[src/sv/pts_pkg.sv]
// ----------------------------------------------------------------------------
// pts_pkg
// shared types and constants of the process table scheduler
// ----------------------------------------------------------------------------
`default_nettype none

package pts_pkg;

    // number of process slots, slot 0 is never allocated
    localparam int NUM_SLOTS = 16;
    localparam int SLOT_W    = $clog2(NUM_SLOTS);

    localparam logic [SLOT_W-1:0] SLOT_LAST  = SLOT_W'(NUM_SLOTS - 1);
    localparam logic [SLOT_W-1:0] SLOT_FIRST = SLOT_W'(1);
    localparam logic signed [31:0] NUM_SLOTS_S = 32'(NUM_SLOTS);

    // answer codes
    localparam logic [31:0] RET_ERR  = 32'hFFFF_FFFF;
    localparam logic [31:0] RET_ONE  = 32'd1;
    localparam logic [31:0] RET_ZERO = 32'd0;

    // command codes
    typedef enum logic [2:0] {
        CMD_GETPID = 3'd0,
        CMD_FORK   = 3'd1,
        CMD_YIELD  = 3'd2,
        CMD_EXIT   = 3'd3,
        CMD_WAIT   = 3'd4,
        CMD_KILL   = 3'd5
    } cmd_t;

    // slot states
    typedef enum logic [1:0] {
        SLOT_EMPTY  = 2'd0,
        SLOT_RUN    = 2'd1,
        SLOT_BLOCK  = 2'd2,
        SLOT_ZOMBIE = 2'd3
    } slot_state_t;

    // sequencer states
    typedef enum logic [3:0] {
        S_IDLE,
        S_FORK_SCAN,
        S_EXIT_REC,
        S_WAKE,
        S_EXIT_FREE,
        S_WAIT_CHK,
        S_WAIT_BLOCK,
        S_KILL_CHK,
        S_SCHED,
        S_DONE
    } seq_state_t;

    // one write into the slot table, all fields at one slot
    typedef struct packed {
        logic              state_en;
        logic              status_en;
        logic              waiter_en;
        logic [SLOT_W-1:0] addr;
        slot_state_t       state;
        logic [31:0]       status;
        logic              wvalid;
        logic [SLOT_W-1:0] waiter;
    } tbl_wr_t;

    // one slot as read from the table
    typedef struct packed {
        slot_state_t       state;
        logic [31:0]       status;
        logic              wvalid;
        logic [SLOT_W-1:0] waiter;
    } tbl_rd_t;

endpackage

`default_nettype wire

[src/sv/pts_table.sv]
// ----------------------------------------------------------------------------
// pts_table
// process slot table: state, exit status and waiter of every slot,
// one read address and one write address per cycle
// ----------------------------------------------------------------------------
`default_nettype none

module pts_table (
    input  wire logic                         clk,
    input  wire logic                         rst_n,
    input  wire logic [pts_pkg::SLOT_W-1:0]   rd_addr,
    output pts_pkg::tbl_rd_t                  rd,
    input  wire pts_pkg::tbl_wr_t             wr
);

    pts_pkg::slot_state_t              state_reg  [pts_pkg::NUM_SLOTS];
    logic [31:0]                       status_reg [pts_pkg::NUM_SLOTS];
    logic                              wvalid_reg [pts_pkg::NUM_SLOTS];
    logic [pts_pkg::SLOT_W-1:0]        waiter_reg [pts_pkg::NUM_SLOTS];

    // table write, slot one runnable after reset
    always_ff @(posedge clk or negedge rst_n)
    begin
        if (!rst_n)
        begin
            for (int i = 0; i < pts_pkg::NUM_SLOTS; i++)
            begin
                state_reg[i]  <= (i == 1) ? pts_pkg::SLOT_RUN : pts_pkg::SLOT_EMPTY;
                status_reg[i] <= '0;
                wvalid_reg[i] <= 1'b0;
                waiter_reg[i] <= '0;
            end
        end
        else
        begin
            if (wr.state_en)
            begin
                state_reg[wr.addr] <= wr.state;
            end
            if (wr.status_en)
            begin
                status_reg[wr.addr] <= wr.status;
            end
            if (wr.waiter_en)
            begin
                wvalid_reg[wr.addr] <= wr.wvalid;
                waiter_reg[wr.addr] <= wr.waiter;
            end
        end
    end

    // single read port
    always_comb
    begin
        rd.state  = state_reg[rd_addr];
        rd.status = status_reg[rd_addr];
        rd.wvalid = wvalid_reg[rd_addr];
        rd.waiter = waiter_reg[rd_addr];
    end

endmodule

`default_nettype wire

[src/sv/pts_seq.sv]
// ----------------------------------------------------------------------------
// pts_seq
// command sequencer: walks the slot table one slot per cycle through a
// shared index stepper, holds the running process and the result word
// ----------------------------------------------------------------------------
`default_nettype none

module pts_seq (
    input  wire logic                        clk,
    input  wire logic                        rst_n,
    // command channel
    input  wire logic                        in_valid,
    output logic                             in_stall,
    input  wire logic [2:0]                  cmd,
    input  wire logic signed [31:0]          arg_value,
    // result channel
    output logic                             out_valid,
    input  wire logic                        out_stall,
    output logic signed [31:0]               return_value,
    output logic                             caller_continues,
    output logic [3:0]                       next_process,
    output logic [3:0]                       woken_process,
    output logic signed [31:0]               woken_value,
    output logic                             no_runnable,
    // slot table port
    output logic [pts_pkg::SLOT_W-1:0]       rd_addr,
    input  wire pts_pkg::tbl_rd_t            rd,
    output pts_pkg::tbl_wr_t                 wr
);

    localparam int SW = pts_pkg::SLOT_W;

    pts_pkg::seq_state_t fsm_reg, fsm_next;
    logic [2:0]          cmd_reg, cmd_next;
    logic signed [31:0]  arg_reg, arg_next;
    logic [SW-1:0]       running_reg, running_next;
    logic [SW-1:0]       idx_reg, idx_next;
    logic [SW-1:0]       cnt_reg, cnt_next;
    logic [31:0]         ret_reg, ret_next;
    logic                cont_reg, cont_next;
    logic [SW-1:0]       who_reg, who_next;
    logic [31:0]         wval_reg, wval_next;
    logic                stuck_reg, stuck_next;
    logic                wk_valid_reg, wk_valid_next;
    logic [SW-1:0]       wk_pid_reg, wk_pid_next;

    logic                out_valid_reg, out_valid_next;
    logic [31:0]         o_ret_reg, o_ret_next;
    logic                o_cont_reg, o_cont_next;
    logic [SW-1:0]       o_next_reg, o_next_next;
    logic [SW-1:0]       o_who_reg, o_who_next;
    logic [31:0]         o_wval_reg, o_wval_next;
    logic                o_stuck_reg, o_stuck_next;

    logic [SW-1:0]       step_in;
    logic [SW-1:0]       step_out;
    logic [SW-1:0]       tgt;
    logic                arg_bad;

    // shared index stepper, wraps at the last slot
    assign step_out = (step_in == pts_pkg::SLOT_LAST) ? '0 : step_in + SW'(1);

    // target slot checks for wait and kill
    assign tgt     = arg_reg[SW-1:0];
    assign arg_bad = (arg_reg <= 32'sd0) || (arg_reg >= pts_pkg::NUM_SLOTS_S) ||
                     (tgt == running_reg);

    // control registers
    always_ff @(posedge clk or negedge rst_n)
    begin
        if (!rst_n)
        begin
            fsm_reg       <= pts_pkg::S_IDLE;
            running_reg   <= pts_pkg::SLOT_FIRST;
            out_valid_reg <= 1'b0;
        end
        else
        begin
            fsm_reg       <= fsm_next;
            running_reg   <= running_next;
            out_valid_reg <= out_valid_next;
        end
    end

    // working and result registers
    always_ff @(posedge clk)
    begin
        cmd_reg      <= cmd_next;
        arg_reg      <= arg_next;
        idx_reg      <= idx_next;
        cnt_reg      <= cnt_next;
        ret_reg      <= ret_next;
        cont_reg     <= cont_next;
        who_reg      <= who_next;
        wval_reg     <= wval_next;
        stuck_reg    <= stuck_next;
        wk_valid_reg <= wk_valid_next;
        wk_pid_reg   <= wk_pid_next;
        o_ret_reg    <= o_ret_next;
        o_cont_reg   <= o_cont_next;
        o_next_reg   <= o_next_next;
        o_who_reg    <= o_who_next;
        o_wval_reg   <= o_wval_next;
        o_stuck_reg  <= o_stuck_next;
    end

    // sequencer next state and table access
    always_comb
    begin
        fsm_next       = fsm_reg;
        cmd_next       = cmd_reg;
        arg_next       = arg_reg;
        running_next   = running_reg;
        idx_next       = idx_reg;
        cnt_next       = cnt_reg;
        ret_next       = ret_reg;
        cont_next      = cont_reg;
        who_next       = who_reg;
        wval_next      = wval_reg;
        stuck_next     = stuck_reg;
        wk_valid_next  = wk_valid_reg;
        wk_pid_next    = wk_pid_reg;
        out_valid_next = out_valid_reg && out_stall;
        o_ret_next     = o_ret_reg;
        o_cont_next    = o_cont_reg;
        o_next_next    = o_next_reg;
        o_who_next     = o_who_reg;
        o_wval_next    = o_wval_reg;
        o_stuck_next   = o_stuck_reg;

        rd_addr        = running_reg;
        step_in        = running_reg;
        wr             = '0;
        wr.addr        = running_reg;

        unique case (fsm_reg)
            pts_pkg::S_IDLE:
            begin
                if (in_valid)
                begin
                    cmd_next      = cmd;
                    arg_next      = arg_value;
                    ret_next      = pts_pkg::RET_ZERO;
                    cont_next     = 1'b1;
                    who_next      = '0;
                    wval_next     = '0;
                    stuck_next    = 1'b0;
                    wk_valid_next = 1'b0;
                    idx_next      = step_out;
                    cnt_next      = '0;
                    unique case (cmd)
                        pts_pkg::CMD_GETPID:
                        begin
                            ret_next = 32'(running_reg);
                            fsm_next = pts_pkg::S_DONE;
                        end
                        pts_pkg::CMD_FORK:
                        begin
                            ret_next = pts_pkg::RET_ERR;
                            idx_next = pts_pkg::SLOT_FIRST;
                            fsm_next = pts_pkg::S_FORK_SCAN;
                        end
                        pts_pkg::CMD_YIELD:
                        begin
                            cont_next = 1'b0;
                            fsm_next  = pts_pkg::S_SCHED;
                        end
                        pts_pkg::CMD_EXIT:
                        begin
                            cont_next = 1'b0;
                            fsm_next  = pts_pkg::S_EXIT_REC;
                        end
                        pts_pkg::CMD_WAIT:
                        begin
                            fsm_next = pts_pkg::S_WAIT_CHK;
                        end
                        pts_pkg::CMD_KILL:
                        begin
                            fsm_next = pts_pkg::S_KILL_CHK;
                        end
                        default:
                        begin
                            fsm_next = pts_pkg::S_DONE;
                        end
                    endcase
                end
            end

            // lowest empty slot from one upward
            pts_pkg::S_FORK_SCAN:
            begin
                rd_addr = idx_reg;
                step_in = idx_reg;
                if (rd.state == pts_pkg::SLOT_EMPTY)
                begin
                    wr.state_en = 1'b1;
                    wr.addr     = idx_reg;
                    wr.state    = pts_pkg::SLOT_RUN;
                    ret_next    = 32'(idx_reg);
                    fsm_next    = pts_pkg::S_DONE;
                end
                else if (idx_reg == pts_pkg::SLOT_LAST)
                begin
                    fsm_next = pts_pkg::S_DONE;
                end
                else
                begin
                    idx_next = step_out;
                end
            end

            // record status, pick up and clear the waiter
            pts_pkg::S_EXIT_REC:
            begin
                wr.status_en  = 1'b1;
                wr.waiter_en  = 1'b1;
                wr.status     = arg_reg;
                wk_valid_next = rd.wvalid;
                wk_pid_next   = rd.waiter;
                if (rd.wvalid)
                begin
                    who_next  = rd.waiter;
                    wval_next = arg_reg;
                end
                fsm_next = pts_pkg::S_WAKE;
            end

            // make the recorded waiter runnable
            pts_pkg::S_WAKE:
            begin
                if (wk_valid_reg)
                begin
                    wr.state_en = 1'b1;
                    wr.addr     = wk_pid_reg;
                    wr.state    = pts_pkg::SLOT_RUN;
                end
                if (cmd_reg == pts_pkg::CMD_EXIT)
                begin
                    fsm_next = pts_pkg::S_EXIT_FREE;
                end
                else
                begin
                    fsm_next = pts_pkg::S_DONE;
                end
            end

            pts_pkg::S_EXIT_FREE:
            begin
                wr.state_en = 1'b1;
                wr.state    = pts_pkg::SLOT_EMPTY;
                fsm_next    = pts_pkg::S_SCHED;
            end

            // reap, reject or block on the target
            pts_pkg::S_WAIT_CHK:
            begin
                rd_addr = tgt;
                wr.addr = tgt;
                if (arg_bad || rd.state == pts_pkg::SLOT_EMPTY)
                begin
                    ret_next = pts_pkg::RET_ERR;
                    fsm_next = pts_pkg::S_SCHED;
                end
                else if (rd.state == pts_pkg::SLOT_ZOMBIE)
                begin
                    ret_next    = rd.status;
                    wr.state_en = 1'b1;
                    wr.state    = pts_pkg::SLOT_EMPTY;
                    fsm_next    = pts_pkg::S_SCHED;
                end
                else
                begin
                    wr.waiter_en = 1'b1;
                    wr.wvalid    = 1'b1;
                    wr.waiter    = running_reg;
                    cont_next    = 1'b0;
                    fsm_next     = pts_pkg::S_WAIT_BLOCK;
                end
            end

            pts_pkg::S_WAIT_BLOCK:
            begin
                wr.state_en = 1'b1;
                wr.state    = pts_pkg::SLOT_BLOCK;
                fsm_next    = pts_pkg::S_SCHED;
            end

            // free the target and pick up its waiter, or reject a bad target
            pts_pkg::S_KILL_CHK:
            begin
                rd_addr = tgt;
                wr.addr = tgt;
                if (arg_bad)
                begin
                    ret_next = pts_pkg::RET_ERR;
                    fsm_next = pts_pkg::S_DONE;
                end
                else if (rd.state == pts_pkg::SLOT_EMPTY)
                begin
                    ret_next = pts_pkg::RET_ONE;
                    fsm_next = pts_pkg::S_DONE;
                end
                else
                begin
                    ret_next      = pts_pkg::RET_ONE;
                    wr.state_en   = 1'b1;
                    wr.status_en  = 1'b1;
                    wr.waiter_en  = 1'b1;
                    wr.state      = pts_pkg::SLOT_EMPTY;
                    wr.status     = 32'(tgt);
                    wk_valid_next = rd.wvalid;
                    wk_pid_next   = rd.waiter;
                    if (rd.wvalid)
                    begin
                        who_next  = rd.waiter;
                        wval_next = 32'(tgt);
                    end
                    fsm_next = pts_pkg::S_WAKE;
                end
            end

            // round-robin scan from the slot after the running one
            pts_pkg::S_SCHED:
            begin
                rd_addr = idx_reg;
                step_in = idx_reg;
                if (rd.state == pts_pkg::SLOT_RUN)
                begin
                    running_next = idx_reg;
                    fsm_next     = pts_pkg::S_DONE;
                end
                else if (cnt_reg == pts_pkg::SLOT_LAST)
                begin
                    stuck_next = 1'b1;
                    fsm_next   = pts_pkg::S_DONE;
                end
                else
                begin
                    idx_next = step_out;
                    cnt_next = cnt_reg + SW'(1);
                end
            end

            // hand the result word to the output register
            pts_pkg::S_DONE:
            begin
                if (!out_valid_reg || !out_stall)
                begin
                    out_valid_next = 1'b1;
                    o_ret_next     = ret_reg;
                    o_cont_next    = cont_reg;
                    o_next_next    = running_reg;
                    o_who_next     = who_reg;
                    o_wval_next    = wval_reg;
                    o_stuck_next   = stuck_reg;
                    fsm_next       = pts_pkg::S_IDLE;
                end
            end

            default:
            begin
                fsm_next = pts_pkg::S_IDLE;
            end
        endcase
    end

    // ports
    assign in_stall         = (fsm_reg != pts_pkg::S_IDLE);
    assign out_valid        = out_valid_reg;
    assign return_value     = o_ret_reg;
    assign caller_continues = o_cont_reg;
    assign next_process     = 4'(o_next_reg);
    assign woken_process    = 4'(o_who_reg);
    assign woken_value      = o_wval_reg;
    assign no_runnable      = o_stuck_reg;

endmodule

`default_nettype wire

[src/sv/process_table_scheduler.sv]
// ----------------------------------------------------------------------------
// process_table_scheduler
// process table and round-robin scheduler, one command word in, one result
// word out
// ----------------------------------------------------------------------------
// One command is worked on at a time; in_stall is high from the cycle after
// acceptance until the result is placed in the output register, and a new
// command may be taken while that result still waits under out_stall. Every
// slot access goes through a single table port, one slot per cycle, so the
// cost is set by the slot scans: fork searches from slot 1 upward for the
// lowest empty slot, and yield, exit and wait end in a round-robin scan
// after their table updates, while getpid, kill and unknown codes scan no
// slots. Slot 0 is never allocated, and slot 1 is the running process after
// reset.
`default_nettype none

module process_table_scheduler (
    input  wire logic                clk,
    input  wire logic                rst_n,
    input  wire logic                in_valid,
    output logic                     in_stall,
    input  wire logic [2:0]          cmd,
    input  wire logic signed [31:0]  arg_value,
    output logic                     out_valid,
    input  wire logic                out_stall,
    output logic signed [31:0]       return_value,
    output logic                     caller_continues,
    output logic [3:0]               next_process,
    output logic [3:0]               woken_process,
    output logic signed [31:0]       woken_value,
    output logic                     no_runnable
);

    logic [pts_pkg::SLOT_W-1:0] rd_addr;
    pts_pkg::tbl_rd_t           rd;
    pts_pkg::tbl_wr_t           wr;

    // command sequencer
    pts_seq u_seq (
        .clk              (clk),
        .rst_n            (rst_n),
        .in_valid         (in_valid),
        .in_stall         (in_stall),
        .cmd              (cmd),
        .arg_value        (arg_value),
        .out_valid        (out_valid),
        .out_stall        (out_stall),
        .return_value     (return_value),
        .caller_continues (caller_continues),
        .next_process     (next_process),
        .woken_process    (woken_process),
        .woken_value      (woken_value),
        .no_runnable      (no_runnable),
        .rd_addr          (rd_addr),
        .rd               (rd),
        .wr               (wr)
    );

    // slot table
    pts_table u_table (
        .clk     (clk),
        .rst_n   (rst_n),
        .rd_addr (rd_addr),
        .rd      (rd),
        .wr      (wr)
    );

endmodule

`default_nettype wire

[config.mk]
export PLATFORM = sky130hd
export DESIGN_NAME = process_table_scheduler
export DESIGN_NICKNAME = d
export VERILOG_FILES = /design/src/sv/pts_pkg.sv /design/src/sv/pts_table.sv /design/src/sv/pts_seq.sv /design/src/sv/process_table_scheduler.sv
export SDC_FILE = /design/constraint.sdc
export NUM_CORES = 1
export LEC_CHECK = 0
export BUFFER_PORTS_ARGS = -buffer_cell sky130_fd_sc_hd__buf_2
export CAP_MARGIN = 20
export CELL_PAD_IN_SITES_DETAIL_PLACEMENT = 1
export CELL_PAD_IN_SITES_GLOBAL_PLACEMENT = 1
export CORE_MARGIN = 3
export CORE_UTILIZATION = 25
export DETAILED_ROUTE_END_ITERATION = 8
export PLACE_DENSITY_LB_ADDON = 0.1
export SLEW_MARGIN = 10
export SYNTH_ARGS = -nofsm -noshare
export SYNTH_HDL_FRONTEND = slang
export SYNTH_SLANG_ARGS = --single-unit
[constraint.sdc]
create_clock -name clk -period 6.05 [get_ports clk]
set_clock_uncertainty 0.15 [all_clocks]
set_input_delay 1.21 -clock clk [delete_from_list [all_inputs] [get_ports clk]]
set_output_delay 1.21 -clock clk [all_outputs]
set_load 0.03 [all_outputs]
==> flow_metrics.tcl <==
set metrics [dict create \
    status "completed" \
    core_sq_mm 0.144 \
    synthSimpleGateAreaFrac 0.0706 \
    slew_headroom 0.346 \
    syn_nets 2887 \
    dp_hpwl_mm 85.0 \
    area_growth_pct 18.2 \
    gp_congestion 0.810 \
    fmaxAchievable_mhz 176 \
    synth_top_family_by_area "compound AO/OA/AOI/OAI gates" \
    holdWs_ns 0.267 \
    r2r_slack_ns 0.36 \
    clock-sinks 825 \
    slew_viol_final 0 \
    portBuffers 114 \
    synth_compound_area_frac 0.176 \
    worstPathArrival_ns 6.10 \
    viasPerCell 5.15 \
    period_minus_slack_ns 5.69 \
    htree_levels 3 \
    synth_seq_cells 825 \
    die_h_microns 387 \
    synth_common_cells "dfrtp_1, o2bb2ai_1, nand2_1, clkbuf_1, edfxtp_1" \
    nNetsFinal 2947 \
    drt-initial-drc-count 1528 \
    synth-edff-count 192 \
    cts_tree "yes" \
    cts_resized 0 \
    rsz0062_at_grt "false" \
    synthMuxAreaShare 0.119 \
    syn-cell-area_sq_mm 0.0363 \
    clk_pin_slew_ns 0.06 \
    worstPathCellList "xor2_2 > and2_1 > a211oi_4 > buf_4 > mux2i_1 > o22ai_1 > or4_1 > or3_1 > nand3_1 > nand4_1 > nor2_1 > mux2_2" \
    worst-path-buf-inv 1 \
    worst_slew_pin_slew_ns 0.974 \
    clock-root-buffer "clkbuf_16" \
    endpoint_kind "register" \
    yosysSeqAreaShare 0.596 \
    ios 115 \
    yosys.area_share.xor_xnor 0.00262 \
    hold_class "register to register" \
    clkLatencyLatePin_ns 0.70 \
    yosysTopAreaCell "dfrtp_1" \
    grt-ovfl-total 0 \
    rows 139 \
    cellLeakagePower_nw 17.2 \
    synth_cell_types 74 \
    cts_setup_buffers 0 \
    layout-drive-gt1-share 0.214 \
    timing.rr.start "u_seq.fsm_reg[0]" \
    rr_endpoint "u_table.waiter_reg[40]" \
    ys_warn_count 0 \
    worst-path-max-fanout 19 \
    dieArea_sq_mm 0.150 \
    synth_fa_ha_area_frac 0.000966 \
    route.detailed.drc 0 \
    dp_cells 4706 \
    synthTopCellsByArea "dfrtp_1, edfxtp_1, o2bb2ai_1, mux2i_1, mux2_2" \
    cp_top_family "simple AND/OR/NAND/NOR gates" \
    syn_inst 2846 \
    synth.top_cell.area_share 0.435 \
    crit_path_max_incr_delay_ns 0.87 \
    period_share 0.940 \
    ir_worst_vdd_mv 0.466 \
    largest_reg_flops 512 \
    ff2ff_path_depth 12 \
    whs_endpoint "u_seq.caller_continues" \
    drt-pass1-iter-count 5 \
    final_cells 4900 \
    avgRoutedWirePerCell_microns 28.1 \
    cts_buffers 101 \
    track_usage 0.182 \
    start_util 0.252 \
    powerDensity_mw_per_mm2 556 \
    hold_violations 0 \
    grt_pass1_vias 27300 \
    cpMaxStageDelayCell "or4_1" \
    holdCritStartpoint "u_seq.cont_reg" \
    die_x_microns 387 \
    cts_buffer_depth 3 \
    cp.required_ns 6.46 \
    antenna_found_initial 7 \
    fillerInstances 15300 \
    yosysMostFrequentCell "dfrtp_1" \
    cap_violations 0 \
    hold_path_depth 0 \
    synth.avg_cell_area_sq_um 12.7 \
    fin_setup_tns_ns 0 \
    startpoint_type "register" \
    wl_mm 137 \
    critPathKind "register to register" \
    ant_nets 0 \
    num_vias 25300 \
    synth_ff_type "dfrtp_1" \
    cts_hold_buf 0 \
    setup_viol 0 \
    async_reset_ff_frac 0.767 \
    grt_max_degree 130 \
    grt_pass1_wl_mm 203 \
]
-- power by group --
part	internal, mW	switching [mW]	leakage (nW)	total, mW
Clock	3.80	2.53	1.71	6.33
Combinational	2.95	7.17	4.91	10.1
Sequential	6.83	0.568	10.6	7.40
-- metal layers --
layer  global-route usage  vias to the layer above  routed length (microns)
li1                     -                    11000                        -
met1                0.261                    13600                    66500
met2                0.287                      513                    62900
met3               0.0251                      165                     5340
met4               0.0465                        0                     2820
met5                    0                        -                        0
-- cell usage in the layout, fill, tap and decap left out, types with 20 or more instances in the layout --
master     count
inv_1         36
dfrtp_1      631
clkbuf_1      20
mux4_2        37
a21oi_1       85
nor3_1        45
and2_1        74
mux2i_1      172
a311oi_1      75
mux2_2       150
o2bb2ai_1    463
a211oi_1      75
nand3_1       27
buf_2        113
buf_4        109
o21ai_0       49
nand2_1      222
nor2_1        44
edfxtp_1     192
clkbuf_16    105
-- worst max path at each step --
stage / slack, ns / depth (start not counted) / from / endpoint
2_1_floorplan: 0.05 / 15 / u_seq.fsm_reg[3] / u_seq.ret_reg[0]
3_3_place_gp: 0.59 / 13 / u_seq.fsm_reg[0] / u_table.state_reg[2]
3_5_place_dp: 0.44 / 13 / u_seq.fsm_reg[0] / u_table.status_reg[275]
4_1_cts: 0.42 / 14 / u_seq.fsm_reg[0] / u_table.status_reg[435]
5_1_grt: 0.10 / 12 / u_seq.fsm_reg[0] / u_table.waiter_reg[40]
6_report: 0.36 / 12 / u_seq.fsm_reg[0] / u_table.waiter_reg[40]
-- stage by stage --
step / power (mW) / util / cell area (sq um) / setup slack (ns)
after detailed placement: 17.8 / 0.274 / 39400 / 0.435
after global routing: 25.1 / 0.298 / 42900 / 0.103
after floorplan: 13.4 / - / 36300 / 0.0459
after global placement: 17.6 / 0.274 / 39400 / 0.591
after CTS: 24.3 / 0.298 / 42900 / 0.415
final: 23.8 / 0.298 / 42900 / 0.362
-- cell families (layout without fill, tap and decap cells) --
group                      after synthesis  in the layout
DFF                                    825            825
other                                    0              3
muxes                                  365            365
xor gates and xnor gates                10             10
buffers and inverters                  317            465
AOI/OAI and AO/OA                      800            800
and+or+nand+nor                        526            526
adders and majority gates                3              3
-- worst register-to-register path: cells and delay by family (launching register included) --
family,cells,cell delay (ns)
and+or+nand+nor,6,2.95
DFF,1,0.80
xor gates and xnor gates,1,0.22
AOI/OAI and AO/OA,2,0.46
muxes,2,0.66
buffers and inverters,1,0.32
-- layout make-up --
cell class	count	area (sq um)	area share
Timing Repair Buffer	236	1660	0.0387
Clock inverter	50	574	0.0134
Inverter	38	143	0.00333
Multi-Input combinational cell	1704	13600	0.317
Clock buffer	141	2920	0.0681
Antenna cell	3	7.51	0.000175
Tap cell	1903	2380	0.0555
Sequential cell	825	21600	0.504
Note: power is estimated with default switching activity, not from simulation.
